[src/hdl/rpm_ram.sv]
// Generic one-write one-read RAM with registered read data.
`timescale 1ns / 1ps
module rpm_ram #(
  parameter int unsigned WIDTH = 8,
  parameter int unsigned DEPTH = 64
) (
  input  logic                     clk_i,
  input  logic                     we_i,
  input  logic [$clog2(DEPTH)-1:0] waddr_i,
  input  logic [WIDTH-1:0]         wdata_i,
  input  logic                     re_i,
  input  logic [$clog2(DEPTH)-1:0] raddr_i,
  output logic [WIDTH-1:0]         rdata_o
);
  logic [WIDTH-1:0] mem [DEPTH];

  always_ff @(posedge clk_i) begin
    if (we_i) begin
      mem[waddr_i] <= wdata_i;
    end
    if (re_i) begin
      rdata_o <= mem[raddr_i];
    end
  end
endmodule

[config.mk]
export PLATFORM = sky130hd
export DESIGN_NAME = rpm_ram
export DESIGN_NICKNAME = d
export VERILOG_FILES = /design/src/hdl/rpm_ram.sv
export SDC_FILE = /design/constraint.sdc
export NUM_CORES = 1
export LEC_CHECK = 0
export BUFFER_PORTS_ARGS = -buffer_cell sky130_fd_sc_hd__clkbuf_2
export CORE_MARGIN = 1
export CORE_UTILIZATION = 35
export CTS_BUF_LIST = sky130_fd_sc_hd__clkbuf_8 sky130_fd_sc_hd__clkbuf_16
export DETAILED_ROUTE_END_ITERATION = 8
export GPL_TIMING_DRIVEN = 0
export SETUP_SLACK_MARGIN = 0.15
export SLEW_MARGIN = 0
export SYNTH_ARGS = -nofsm -noshare
export SYNTH_HDL_FRONTEND = slang
export SYNTH_SLANG_ARGS = --single-unit
[constraint.sdc]
create_clock -name clk_i -period 2.06 [get_ports clk_i]
set_clock_uncertainty 0.2 [all_clocks]
set_input_delay 0.206 -clock clk_i [delete_from_list [all_inputs] [get_ports clk_i]]
set_output_delay 0.206 -clock clk_i [all_outputs]
set_load 0.02 [all_outputs]
==> results of run 1 <==
==> synth_stat cells (all sizes together), types with 4 or more instances <==
cell type / n / area [µm²]
a221oi: 6 / 52.6
edfxtp: 520 / 15600
nor3: 7 / 35.0
nor2b: 14 / 87.6
buf: 34 / 253
mux4: 126 / 2840
nand2b: 7 / 43.8
mux2i: 23 / 230
nor2: 83 / 312
o22ai: 8 / 50.1
a211oi: 4 / 30.0
clkbuf: 17 / 63.8
nand3: 13 / 65.1
o221ai: 8 / 70.1
mux2: 13 / 146
nand2: 19 / 71.3
o21ai: 4 / 20.0
==> worst max path at each step <==
stage                              start  cells past startpoint              endpoint
floorplan                     raddr_i[0]                      7  rdata_o[7]$_DFFE_PP_
CTS                 mem[16][4]$_DFFE_PP_                      5  rdata_o[4]$_DFFE_PP_
global route        mem[28][6]$_DFFE_PP_                      5  rdata_o[6]$_DFFE_PP_
global placement              raddr_i[2]                      7  rdata_o[3]$_DFFE_PP_
finish              mem[16][4]$_DFFE_PP_                      5  rdata_o[4]$_DFFE_PP_
detailed placement            raddr_i[2]                      7  rdata_o[5]$_DFFE_PP_
==> where the power goes <==
part	switching, µW	internal [µW]
logic	862	504
clock network	3820	4980
registers	17.7	11700
==> metrics by stage <==
stage	util [%]	total power [µW]	TNS, ps
global route	42.0	22500	-2050
finish	42.0	21900	-1880
CTS	41.2	22000	-3040
global placement	37.6	13100	-242100
detailed placement	37.6	13200	-270470
floorplan	-	12600	-209
==> worst max-delay path: stages (launching register included) <==
cell,delay (ps)
edfxtp_1,360
mux4_2,490
mux2_4,320
o221a_4,280
nor3_4,290
o32ai_4,140
==> cells in the final DEF (no fill, tap or decap), types with 4 or more instances in the layout <==
cell type	netlist	final
mux2i_1	23	23
nor2_4	0	37
buf_4	13	25
nor2b_1	14	14
edfxtp_1	520	520
clkbuf_2	0	26
nand2b_1	7	7
inv_1	0	16
clkbuf_1	17	9
nor2_2	0	22
clkbuf_16	0	53
dlygate4sd3_1	0	7
buf_6	4	4
o22ai_1	8	7
nor2_1	83	24
nand2_2	0	4
o221ai_1	8	6
a211oi_1	4	4
buf_12	2	10
clkinv_2	0	5
nand3_1	13	7
clkinv_1	0	15
nand3_2	0	4
nand2_1	19	15
mux4_2	126	126
buf_2	11	12
mux2_2	13	11
==> metal layers <==
layer  GRT usage, %  share of wire, %  vias up
li1               -                 -     4155
met1           23.5                42     5295
met2           26.0                47      394
met3           3.59               7.9       97
met4           5.88               2.8        2
met5              0             0.014        -
==> kinds of logic (layout without fill, tap and decap cells) <==
family	after synthesis	in the layout	synth area share [%]
flip-flops	520	520	77.1
multiplexers	162	162	15.9
AND/OR/NAND/NOR	153	153	3.37
AO/OA/AOI/OAI	54	54	2.06
buffers and inverters	51	189	1.56
other	0	1	0
==> sequential cells by signal, indices dropped and copies added, names as in the netlist <==
signal	cells
mem	512
rdata_o	8
==> cell type report <==
type	count	area share [%]
Sequential cell	520	65.4
Buffer	51	1.56
Clock buffer	53	5.56
Timing Repair Buffer	45	1.63
Tap cell	756	3.96
Clock inverter	40	1.00
Multi-Input combinational cell	369	20.8
Antenna cell	1	0.0105
==> what timing repair did <==
action	CTS	global route
hold endpoints to repair	9	76
endpoints found under the setup margin	330	372
setup buffers	4	5
gates cloned	0	0
hold buffers	2	5
pin swaps	4	3
resized for setup	110	58
==> qor.txt, run 1 <==
Outcome: finished with violations
Failing checks: negative hold slack, negative setup slack
Detailed placement HPWL: 30.7 mm
WHS: -19.7 ps
Sequential-to-total area share from yosys stat: 77.1%
Hold path cells: 1
Worst EP required: 2160 ps
CTS buffer count: 51
FF-to-FF Start: mem[16][4]$_DFFE_PP_
Port bufs: 22
Yosys warns: 0
Period utilization: 114%
Worst-path clk slew: 60 ps
Leakage: 0.00731 µW
Die H: 243 µm
DR pass1 iterations: 5
CTS Sinks: 520
R2r worst-path depth: 5
Critical Path Source Type: flop
IO Pins: 31
Syn_area_per_cell: 21.5 µm²
Vias in the first global route: 10.1k
Clock Tree Root: clkbuf_16
Post-route design area: 0.0239 mm²
Area of the multi-input gates: 0.00497 mm²
R2R setup slack: -300 ps
Iter 0 DRT Violations: 1059
Post-Place Cells: 1719
Number of synthesized flops with an enable pin: 520
WL per Instance: 26.6 µm
Min-delay worst type: in -> reg
Ys flop type: edfxtp_1
Critical Path End Type: flop
Die X: 243 µm
DRC Markers: 0
CTS tree: yes
Final Hold Fails: 9
Final Setup Violations: 8
Global-route wire length before repair: 71.5 mm
Fillers: 4930
Sequential cell area: 0.0156 mm²
F_max: 424 MHz
Largest net degree at the start of global routing: 65
Clock latency on the worst-skew pair: 590 ps
Via count: 9943
Total gr overflow: 0
DRT antenna net count: 0
H-tree depth: 2
Post-synth ARST share: 0%
Worst-Margin Slew: 1300 ps
Placer congestion estimate: 0.855
Mapped Cells: 940
Min-Delay Endpoint: mem[33][4]$_DFFE_PP_
Synthesized cell area: 0.0202 mm²
WP data arrival: 2450 ps
Minimum clock period: 2360 ps
CORE AREA: 0.0568 mm²
Overall Global Routing Usage: 16.8%
Layout cells sized above 1: 34.9%
Relative slew slack: 13.0%
Antenna violations before repair: 3
Row cnt: 87
Crit Path Max Fanout: 1
Worst VDD drop: 544 µV
RSZ-0062 raised after global routing: true
Post-synthesis cell type count: 39
Starting density of the core: 35.6%
# nets final: 1061
Vias per Instance: 5.42
RR Endpoint: rdata_o[4]$_DFFE_PP_
Pwr/cell area: 919 mW/mm²
Full die area: 0.0588 mm²
Maxcap violations: 0
Routed WL: 48.9 mm
Synth-to-Final Area Change: 17.9%
Fin cells: 1835
Slew Limit Fails: 0
Post-DP Area: 0.0213 mm²
Worst Hold Launch: wdata_i[4]
Number of synthesized register bits: 520
Pre-CTS setup slack: -1390 ps
Clock Path Buffers: 3
Final WS setup: -297 ps
Mapped Nets: 963
WS Path Type: reg -> reg
Note: power is estimated with default switching activity, not from simulation.
==> run 2, diff against run 1 <==
ABC_CLOCK_PERIOD_IN_PS = 2060   (was default)
CTS_BUF_LIST = default   (was sky130_fd_sc_hd__clkbuf_8 sky130_fd_sc_hd__clkbuf_16)
SKIP_CTS_REPAIR_TIMING = 1   (was default)
==> run 2 against run 1 <==
Net effect:
- the flow still finishes with violations (negative hold slack, negative setup slack)
- sequential share of layout area up 0.38 points
- count of clock-buffer cells in the layout up 16
- worst hold slack better by 4.9 ps
- global-route usage down 0.21 points
- utilization down 0.24 points
- routed wire length down 0.22%
- via count down 0.55%
- largest power group unchanged
==> qor.txt, run 2 (same netlist as run 1, synthesis figures left out) <==
Outcome: finished with violations
Failing checks: negative hold slack, negative setup slack
Slowest cell on crit path: mux4_2
Row cnt: 87 (unchanged)
Pwr/cell area: 926 mW/mm² (+0.80%)
# nets final: 1053 (-0.75%)
Worst-Margin Slew: 1350 ps (+43.3 ps)
DR pass1 iterations: 5 (unchanged)
DRC Markers: 0 (unchanged)
RSZ-0062 raised after global routing: true
Vias per Instance: 5.41 (-0.12%)
Period utilization: 114% (-0.31 points)
CTS Sinks: 520 (unchanged)
Largest net degree at the start of global routing: 65 (unchanged)
Area of the multi-input gates: 0.00492 mm² (-1.1%)
WL per Instance: 26.7 µm (+0.22%)
CTS tree: yes
Final WS setup: -291 ps (+6.47 ps)
Relative slew slack: 10.2% (-2.9 points)
Max incr delay on CP: 480 ps (about the same)
Antenna violations before repair: 2 (-1)
Minimum clock period: 2350 ps (-6.47 ps)
Iter 0 DRT Violations: 1062 (+0.28%)
Max FFs per register: 512 (unchanged)
Placer congestion estimate: 0.855 (unchanged)
Synth-to-Final Area Change: 17.2%
Layout cells sized above 1: 34.1% (-0.77 points)
DRT antenna net count: 0 (unchanged)
Critical Path Source Type: flop
Port bufs: 22 (unchanged)
Leakage: 0.00718 µW (-1.7%)
Crit Path Max Fanout: 1 (unchanged)
Maxcap violations: 0 (unchanged)
Post-route design area: 0.0237 mm² (-0.58%)
Min-delay worst type: in -> reg
Full die area: 0.0588 mm² (unchanged)
Global-route wire length before repair: 70.3 mm (-1.7%)
Final Setup Violations: 8 (unchanged)
Commonest non-fill, non-tap cell in the layout: edfxtp_1
H-tree depth: 2 (unchanged)
Starting density of the core: 35.6% (unchanged)
Clock Path Buffers: 3 (unchanged)
Fin cells: 1827 (-0.44%)
WP data arrival: 2430 ps (-20 ps)
Critical Path End Type: flop
Top flop regs: mem: 512 flops, rdata_o: 8 flops
Worst path top cell family by delay: multiplexers
WS Path Type: reg -> reg
Die H: 243 µm (unchanged)
Worst EP required: 2140 ps (-20 ps)
Setup TNS: -2090 ps (-208 ps)
Clock latency on the worst-skew pair: 580 ps (about the same)
Sequential cell area: 0.0156 mm² (unchanged)
Vias in the first global route: 9977 (-1.4%)
Via count: 9888 (-0.55%)
Worst VDD drop: 540 µV (-0.83%)
Slew Limit Fails: 0 (unchanged)
CORE AREA: 0.0568 mm² (unchanged)
Crit-path cells: mux4_2 > mux2_2 > o221a_2 > nor3_4 > o32ai_2
Detailed placement HPWL: 30.7 mm (unchanged)
F_max: 425 MHz (+0.28%)
CTS buffer count: 51 (unchanged)
Clock Tree Root: clkbuf_16
Die X: 243 µm (unchanged)
WHS: -14.9 ps (+4.86 ps)
Final Hold Fails: 32 (+23)
Worst-path clk slew: 60 ps (about the same)
Fillers: 4949 (+0.39%)
Post-Place Cells: 1719 (unchanged)
Routed WL: 48.8 mm (-0.22%)
Overall Global Routing Usage: 16.6% (-0.21 points)
Tot Pwr: 22000 µW (+0.22%)
IO Pins: 31 (unchanged)
Buf/Inv on CP: 0 (unchanged)
Post-DP Area: 0.0213 mm² (unchanged)
Most frequent cells in the layout: edfxtp_1, mux4_2, clkbuf_16
Largest reg by FF count: mem
Total gr overflow: 0 (unchanged)
[run 2: final cells by class]
class	count	share of cell area, %
Clock buffer	69	5.84
Multi-Input combinational cell	369	20.7
Timing Repair Buffer	37	1.31
Sequential cell	520	65.8
Tap cell	756	3.99
Buffer	51	1.55
Clock inverter	24	0.754
Antenna cell	1	0.0105
[run 2: routing by layer]
| layer | wire [µm] | vias to the layer above | GRT usage (%) |
|---|---|---|---|
| li1 | - | 4139 | - |
| met1 | 20300 | 5274 | 22.4 |
| met2 | 23300 | 393 | 25.6 |
| met3 | 3980 | 80 | 4.89 |
| met4 | 1170 | 2 | 5.66 |
| met5 | 7 | - | 0 |
[run 2: worst reg2reg max path, stage by stage (launching register included)]
cell	delay, ps
edfxtp_1	360
mux4_2	480
mux2_2	320
o221a_2	300
nor3_4	210
o32ai_2	180
[run 2: final timing paths]
path	from	end	slack, ps	cells after the start
setup reg to reg	mem[16][4]$_DFFE_PP_	rdata_o[4]$_DFFE_PP_	-290	5
setup / recovery	mem[16][4]$_DFFE_PP_	rdata_o[4]$_DFFE_PP_	-290	5
hold reg to reg	mem[23][1]$_DFFE_PP_	rdata_o[1]$_DFFE_PP_	870	4
hold / removal	wdata_i[1]	mem[9][1]$_DFFE_PP_	-10	1
[run 2: through the flow]
step                      setup WS (ps)  util (%)
after floorplan                   -31.3         -
after detailed placement          -1390      37.6
after global routing               -312      41.8
after global placement            -1380      37.6
after CTS                          -795      40.3
final                              -291      41.8
[run 2: where the power goes]
group          total, µW  switching, µW  internal [µW]
Clock               8890           3820           5060
Sequential         11800           17.7          11700
Combinational       1330            848            484
Total              22000           4690          17300
